$ cat src/rtl/core/egd_pkg.sv
// ----------------------------------------------------------------------------
// egd_pkg
// Shared types and constants for the order-0 Exp-Golomb bitstream decoder.
// ----------------------------------------------------------------------------
package egd_pkg;

  localparam int unsigned ByteW  = 8;
  localparam int unsigned CodeW  = 32;
  localparam int unsigned ZcntW  = 6;
  localparam int unsigned LeftW  = 5;
  localparam int unsigned BitIdxW = 3;

  // One finished code as it leaves the bit parser. acc holds the prefix one
  // bit followed by the suffix bits, so the code number is acc - 1.
  typedef struct packed {
    logic [CodeW-1:0] acc;
    logic             err;
  } res_t;

endpackage

$ cat src/rtl/core/egd_bit_core.sv
// ----------------------------------------------------------------------------
// egd_bit_core
// Bit-serial Exp-Golomb parser: counts prefix zeros, shifts in suffix bits
// and flags a finished code (or a prefix overflow) one bit per step.
// ----------------------------------------------------------------------------
module egd_bit_core #(
  parameter int unsigned MAX_PREFIX_ZEROS = 31
) (
  input  logic          clk_i,
  input  logic          rst_ni,
  input  logic          step_i,
  input  logic          bit_i,
  output logic          emit_o,
  output egd_pkg::res_t res_o
);

  logic                         reading_q, reading_d;
  logic [egd_pkg::ZcntW-1:0]    zcnt_q, zcnt_d;
  logic [egd_pkg::LeftW-1:0]    left_q, left_d;
  logic [egd_pkg::CodeW-1:0]    acc_q, acc_d;
  logic [egd_pkg::ZcntW-1:0]    zcnt_inc;
  logic [egd_pkg::CodeW-1:0]    acc_shift;
  logic [egd_pkg::LeftW-1:0]    left_dec;

  assign zcnt_inc  = zcnt_q + egd_pkg::ZcntW'(1);
  assign acc_shift = {acc_q[egd_pkg::CodeW-2:0], bit_i};
  assign left_dec  = left_q - egd_pkg::LeftW'(1);

  always_comb begin
    reading_d   = reading_q;
    zcnt_d      = zcnt_q;
    left_d      = left_q;
    acc_d       = acc_q;
    emit_o      = 1'b0;
    res_o.acc   = acc_shift;
    res_o.err   = 1'b0;
    if (!reading_q) begin
      if (!bit_i) begin
        if (zcnt_inc > egd_pkg::ZcntW'(MAX_PREFIX_ZEROS)) begin
          // prefix too long: error result, start over with the next bit
          emit_o    = 1'b1;
          res_o.err = 1'b1;
          zcnt_d    = '0;
        end else begin
          zcnt_d = zcnt_inc;
        end
      end else if (zcnt_q == '0) begin
        emit_o    = 1'b1;
        res_o.acc = egd_pkg::CodeW'(1);
      end else begin
        reading_d = 1'b1;
        left_d    = zcnt_q[egd_pkg::LeftW-1:0];
        acc_d     = egd_pkg::CodeW'(1);
      end
    end else begin
      acc_d  = acc_shift;
      left_d = left_dec;
      if (left_dec == '0) begin
        emit_o    = 1'b1;
        reading_d = 1'b0;
        zcnt_d    = '0;
      end
    end
  end

  always_ff @(posedge clk_i or negedge rst_ni) begin
    if (!rst_ni) begin
      reading_q <= 1'b0;
      zcnt_q    <= '0;
      left_q    <= '0;
      acc_q     <= '0;
    end else if (step_i) begin
      reading_q <= reading_d;
      zcnt_q    <= zcnt_d;
      left_q    <= left_d;
      acc_q     <= acc_d;
    end
  end

endmodule

$ cat src/rtl/core/exp_golomb_bitstream_decoder.sv
// Hold: a result is held until the next code of the same byte ends or the
//   byte runs out.
// Throughput: one stream bit per cycle while the output keeps up; a flush
//   phase hands over the final result and can already take the next byte.
// Reset: rst_ni clears the parser, the control flags and the valid bits.
// ----------------------------------------------------------------------------
// exp_golomb_bitstream_decoder
// Order-0 Exp-Golomb decoder over a byte stream, MSB first, with optional
// signed mapping and per-byte last-result marking.
// ----------------------------------------------------------------------------
module exp_golomb_bitstream_decoder #(
  parameter int unsigned MAX_PREFIX_ZEROS = 31
) (
  input  logic                       clk_i,
  input  logic                       rst_ni,
  input  logic                       cfg_we_i,
  input  logic                       cfg_wdata_i,
  input  logic                       in_valid_i,
  output logic                       in_ready_o,
  input  logic [egd_pkg::ByteW-1:0]  stream_byte_i,
  output logic                       out_valid_o,
  input  logic                       out_ready_i,
  output logic [egd_pkg::CodeW-1:0]  code_number_o,
  output logic signed [egd_pkg::CodeW-1:0] signed_value_o,
  output logic                       overflow_error_o,
  output logic                       last_of_byte_o
);

  logic                         signed_mode_q;
  logic [egd_pkg::ByteW-1:0]    byte_q;
  logic [egd_pkg::BitIdxW-1:0]  bit_idx_q;
  logic                         busy_q;
  logic                         flush_q;
  logic                         pend_v_q;
  egd_pkg::res_t                pend_q;
  logic                         out_valid_q;
  logic [egd_pkg::CodeW-1:0]    code_q;
  logic [egd_pkg::CodeW-1:0]    sval_q;
  logic                         err_q;
  logic                         last_q;

  logic                         emit;
  egd_pkg::res_t                res;
  logic                         out_free;
  logic                         step;
  logic                         flush_done;
  logic                         in_acc;
  logic                         load_out;
  logic                         load_last;
  logic [egd_pkg::CodeW-1:0]    mag;
  logic [egd_pkg::CodeW-1:0]    code_calc;
  logic [egd_pkg::CodeW-1:0]    sval_calc;

  assign out_free   = !out_valid_q || out_ready_i;
  // a new result needs the hold slot; the held one must move to the output
  assign step       = busy_q && !flush_q && !(emit && pend_v_q && !out_free);
  assign flush_done = !pend_v_q || out_free;
  assign in_ready_o = !busy_q || (flush_q && flush_done);
  assign in_acc     = in_valid_i && in_ready_o;
  assign load_out   = (step && emit && pend_v_q) || (flush_q && pend_v_q && out_free);
  assign load_last  = flush_q;

  egd_bit_core #(
    .MAX_PREFIX_ZEROS(MAX_PREFIX_ZEROS)
  ) u_bit_core (
    .clk_i  (clk_i),
    .rst_ni (rst_ni),
    .step_i (step),
    .bit_i  (byte_q[egd_pkg::ByteW-1]),
    .emit_o (emit),
    .res_o  (res)
  );

  // code = acc - 1; signed magnitude = (code + 1) >> 1 = acc >> 1
  assign mag       = {1'b0, pend_q.acc[egd_pkg::CodeW-1:1]};
  assign code_calc = pend_q.err ? '0 : (pend_q.acc - egd_pkg::CodeW'(1));
  always_comb begin
    sval_calc = '0;
    if (!pend_q.err && signed_mode_q) begin
      sval_calc = pend_q.acc[0] ? (~mag + egd_pkg::CodeW'(1)) : mag;
    end
  end

  always_ff @(posedge clk_i or negedge rst_ni) begin
    if (!rst_ni) begin
      signed_mode_q <= 1'b0;
    end else if (cfg_we_i) begin
      signed_mode_q <= cfg_wdata_i;
    end
  end

  always_ff @(posedge clk_i or negedge rst_ni) begin
    if (!rst_ni) begin
      busy_q    <= 1'b0;
      flush_q   <= 1'b0;
      bit_idx_q <= '0;
    end else if (in_acc) begin
      busy_q    <= 1'b1;
      flush_q   <= 1'b0;
      bit_idx_q <= '0;
    end else if (flush_q && flush_done) begin
      busy_q  <= 1'b0;
      flush_q <= 1'b0;
    end else if (step) begin
      bit_idx_q <= bit_idx_q + egd_pkg::BitIdxW'(1);
      if (bit_idx_q == '1) begin
        flush_q <= 1'b1;
      end
    end
  end

  always_ff @(posedge clk_i) begin
    if (in_acc) begin
      byte_q <= stream_byte_i;
    end else if (step) begin
      byte_q <= {byte_q[egd_pkg::ByteW-2:0], 1'b0};
    end
  end

  always_ff @(posedge clk_i or negedge rst_ni) begin
    if (!rst_ni) begin
      pend_v_q <= 1'b0;
    end else if (step && emit) begin
      pend_v_q <= 1'b1;
    end else if (flush_q && out_free) begin
      pend_v_q <= 1'b0;
    end
  end

  always_ff @(posedge clk_i) begin
    if (step && emit) begin
      pend_q <= res;
    end
  end

  always_ff @(posedge clk_i or negedge rst_ni) begin
    if (!rst_ni) begin
      out_valid_q <= 1'b0;
    end else if (load_out) begin
      out_valid_q <= 1'b1;
    end else if (out_ready_i) begin
      out_valid_q <= 1'b0;
    end
  end

  always_ff @(posedge clk_i) begin
    if (load_out) begin
      code_q <= code_calc;
      sval_q <= sval_calc;
      err_q  <= pend_q.err;
      last_q <= load_last;
    end
  end

  assign out_valid_o      = out_valid_q;
  assign code_number_o    = code_q;
  assign signed_value_o   = sval_q;
  assign overflow_error_o = err_q;
  assign last_of_byte_o   = last_q;

`ifndef SYNTH
  a_pend_needs_busy: assert property (@(posedge clk_i) disable iff (!rst_ni)
    !busy_q |-> !pend_v_q)
    else $error("held result outside of a byte");

  a_flush_in_busy: assert property (@(posedge clk_i) disable iff (!rst_ni)
    flush_q |-> busy_q)
    else $error("flush phase while idle");

  a_new_byte_clean: assert property (@(posedge clk_i) disable iff (!rst_ni)
    (in_valid_i && in_ready_o) |=> !pend_v_q)
    else $error("result of previous byte still held at new request");

  a_err_zero_code: assert property (@(posedge clk_i) disable iff (!rst_ni)
    (out_valid_o && overflow_error_o) |-> (code_number_o == '0 && signed_value_o == '0))
    else $error("error result with nonzero value");
`endif

endmodule

$ cat config.mk
export PLATFORM = sky130hd
export DESIGN_NAME = exp_golomb_bitstream_decoder
export DESIGN_NICKNAME = d
export VERILOG_FILES = /design/src/rtl/core/egd_pkg.sv /design/src/rtl/core/egd_bit_core.sv /design/src/rtl/core/exp_golomb_bitstream_decoder.sv
export SDC_FILE = /design/constraint.sdc
export NUM_CORES = 1
export LEC_CHECK = 0
export BUFFER_PORTS_ARGS = -buffer_cell sky130_fd_sc_hd__buf_2
export CAP_MARGIN = 20
export CORE_ASPECT_RATIO = 1.75
export CORE_MARGIN = 1
export CORE_UTILIZATION = 53
export DETAILED_ROUTE_END_ITERATION = 8
export PLACE_DENSITY = 0.76
export SYNTH_ARGS = -nofsm -noshare
export SYNTH_HDL_FRONTEND = slang
export SYNTH_SLANG_ARGS = --single-unit
$ cat constraint.sdc
create_clock -name clk_i -period 5.25 [get_ports clk_i]
set_clock_uncertainty 0.1 [all_clocks]
set_input_delay 0 -clock clk_i [delete_from_list [all_inputs] [get_ports clk_i]]
set_output_delay 0 -clock clk_i [all_outputs]
set_load 0.03 [all_outputs]
==> out/metrics.csv <==
stage,metric,value,unit
status,outcome,finished clean,
setup_path,worstPathMaxFanout,46,
logic_synthesis,synth.area.top_cells,"edfxtp_1 (44%), dfrtp_1 (17%), xor2_1 (4.2%)",
logic_synthesis,synth.ff_latch_count,158,
timing,max_slew.worst_pin.slew,964,ps
power_and_ir_drop,powerDensity,617,mW/mm^2
global_route,antenna_found_initial,0,
cts,cts_hold_buffers,13,
logic_synthesis,yosys.area.top_type,edfxtp_1,
logic_synthesis,synthAdderAreaFrac,1.37,%
setup_path,cp.arrival,3320,ps
power_and_ir_drop,leakage,3.49,nW
cts,postCtsSetupBuffers,0,
timing,fin_crit_sh,64.2,%
logic_synthesis,synth_top_area_share,44.0,%
global_route,overflow,0,
logic_synthesis,synthArstFlopShare,32.3,%
routing,ant_nets,0,
cts,cts_sinks,158,
logic_synthesis,synthesis.instances,615,
cts,clk_pin_slew_worst_paths,60,ps
die,rows,56,
logic_synthesis,ys.flop_type,edfxtp_1,
cts,cts_root_buffer,clkbuf_16,
setup_path,cpMostUsedCell,nand2_1,
logic_synthesis,yosysUniqueCellTypes,51,
timing,rsz0062_at_grt,no,
routing,wl_per_cell,16.1,um
cells_and_area,final.fill_count,1009,
place,gp_congestion,0.963,
logic_synthesis,synth_top_family_by_area,simple AND/OR/NAND/NOR gates,
cts,post_cts_resized,0,
routing,drc,0,
place,dpl-instance-area,0.00788,mm^2
cts,htree_levels,4,
logic_synthesis,synthMuxAreaShare,2.48,%
timing,slew_viol_final,0,
setup_path,worstSetupPathType,reg -> reg,
cells_and_area,mostFrequentLayoutCells,"edfxtp_1 (107), buf_2 (81), nor2_1 (80)",
cells_and_area,drive_gt1_share,20.3,%
logic_synthesis,synth_edf_count,107,
routing,via_per_inst,5.63,
cells_and_area,final_common_cell,edfxtp_1,
timing,fin_crit,3370,ps
setup_path,critical-path-slowest-cell,a21oi_4,
logic_synthesis,synth_xor_area_share,6.23,%
die,dieHeight,157,um
setup_path,reg2reg_slack,1880,ps
global_route,gr-usage-all-layers,21.0,%
routing,vias,5015,
die,num_io_pins,82,
timing,final-hold-violation-count,0,
setup_path,r2r-end,signed_value_o[28],
die,start_util,54.3,%
logic_synthesis,netlist_area,0.00731,mm^2
cells_and_area,final_nets,726,
setup_path,critPathLaunchType,flop,
die,coreArea,0.0135,mm^2
cts,cts_max_path_buffers,2,
logic_synthesis,yosysSeqAreaShare,61.4,%
setup_path,worst_path_largest_cell_delay,580,ps
setup_path,regToRegStartpoint,u_bit_core.zcnt_q[0],
place,portBuffers,81,
global_route,grt_max_degree,52,
routing,routed_wl,14.3,mm
setup_path,cp_cell_sequence,inv_1 > ha_1 > nor4b_1 > nor4b_4 > nor2b_1 > nand2_1 > nand2_1 > a21oi_4 > buf_4,
global_route,grt_pass1_wl,23.4,mm
setup_path,required,5200,ps
worst_hold_path,hp-class,in -> async,
timing,timing.setup.tns,0,ps
place,hpwl,9.60,mm
timing,relSlewSlack,35.1,%
logic_synthesis,synth-compound-area-share,9.28,%
logic_synthesis,yosys.area_share.simple,16.3,%
cts,worst_skew_pair.late_latency,420,ps
die,fp.dieArea,0.0143,mm^2
setup_path,end_kind,flop,
cts,cts_tree,done,
setup_path,reg2reg_depth,9,
cells_and_area,syn_to_final_growth,18.4,%
logic_synthesis,synth.net_count,637,
logic_synthesis,yosys_warnings,0,
timing,setup_viol,0,
power_and_ir_drop,max-vdd-ir-drop,0.393,mV
routing,drt-initial-drc-count,222,
cells_and_area,final_area,0.00866,mm^2
flow_run,max_cap_viol_count,0,
routing,firstDrtPassIters,5,
cts,cts_buffers,17,
timing,fmax,297,MHz
logic_synthesis,avgSynthCellArea,11.9,um^2
die,die-width,90.8,um
global_route,grt_pass1_vias,5053,
cells_and_area,diodes,0,
==> cells in the mapped netlist, types with 3 or more instances <==
cell type / number
a22o_1: 31
and3_1: 4
mux2i_1: 8
nand2b_1: 9
or2_2: 3
or3_1: 12
nand2_1: 36
xnor2_1: 17
a31oi_1: 5
nor2_1: 80
buf_2: 8
or3_2: 3
nor4_1: 7
o21ai_0: 30
a21oi_1: 17
nand4_1: 3
xor2_1: 35
inv_1: 17
clkbuf_1: 22
mux2_2: 9
ha_1: 8
nor2b_1: 33
nand3_1: 7
edfxtp_1: 107
buf_1: 3
dfrtp_1: 51
o31ai_1: 6
nor3_1: 15
nor3b_1: 3
or4_1: 5
==> cells by family (layout without fill, tap and decap cells) <==
kind of cell / Yosys count / count (layout)
mux: 17 / 17
flops: 158 / 158
compound gates: 99 / 99
xor+xnor: 52 / 52
simple gates: 230 / 230
buf+inv: 51 / 152
fa+ha+maj: 8 / 8
==> cell type report <==
class	count	area (um^2)	area share, %
clock buffer	20	437	5.04
clock inverter	11	168	1.94
tap	174	218	2.52
timing repair buffer	104	646	7.46
sequential	158	4490	51.9
multi-input combinational	406	2640	30.4
inverter	17	63.8	0.737
==> layer usage <==
metal | global-route usage [%] | vias to the layer above | share of wire [%]
li1 | - | 2386 | -
met1 | 20.6 | 2414 | 37
met2 | 40.2 | 171 | 55
met3 | 4.30 | 44 | 4.2
met4 | 11.9 | 0 | 3.5
met5 | 0 | - | 0
==> flip-flops by register name, summed over array words and instances, names as in the netlist <==
name                  cells
signed_mode_q             1
out_valid_o               1
flush_q                   1
code_number_o            32
pend_q                    2
busy_q                    1
bit_idx_q                 3
last_of_byte_o            1
u_bit_core.zcnt_q         6
u_bit_core.reading_q      1
mag                      31
pend_v_q                  1
overflow_error_o          1
u_bit_core.left_q         5
byte_q                    8
u_bit_core.acc_q         31
signed_value_o           32
==> worst max path at each step <==
stage | start | cells after the start | end
finish | u_bit_core.zcnt_q[0] | 9 | signed_value_o[28]
global placement | u_bit_core.zcnt_q[0] | 9 | code_number_o[27]
detailed placement | u_bit_core.zcnt_q[0] | 9 | code_number_o[27]
floorplan | u_bit_core.zcnt_q[0] | 8 | code_number_o[0]
CTS | u_bit_core.zcnt_q[0] | 9 | signed_value_o[17]
global route | u_bit_core.zcnt_q[0] | 9 | signed_value_o[17]
==> power by group <==
part	leakage, nW	switching [mW]	internal [mW]
sequential	1.67	0.355	1.92
clock	0.291	0.463	0.791
combinational	1.52	1.16	0.661
total	3.49	1.97	3.37
==> metrics by stage <==
step	worst slack, ps	utilization, %	power, mW	hold slack (ps)	cells
floorplan	1210	-	3.62	-396	615
global placement	1990	58.4	3.97	47.3	842
detailed placement	1910	58.6	4.07	49.1	843
CTS	1870	64.1	5.35	146	887
global route	1530	64.3	5.63	193	890
finish	1880	64.3	5.34	132	890
==> worst max-delay path: cells and delay by family (launching register included) <==
kind / cells / cell delay [ps]
AOI/OAI and AO/OA: 1 / 580
DFF: 1 / 390
buffers and inverters: 2 / 680
and+or+nand+nor: 5 / 1080
adders and majority gates: 1 / 150
(Power assumes the default switching activity.)
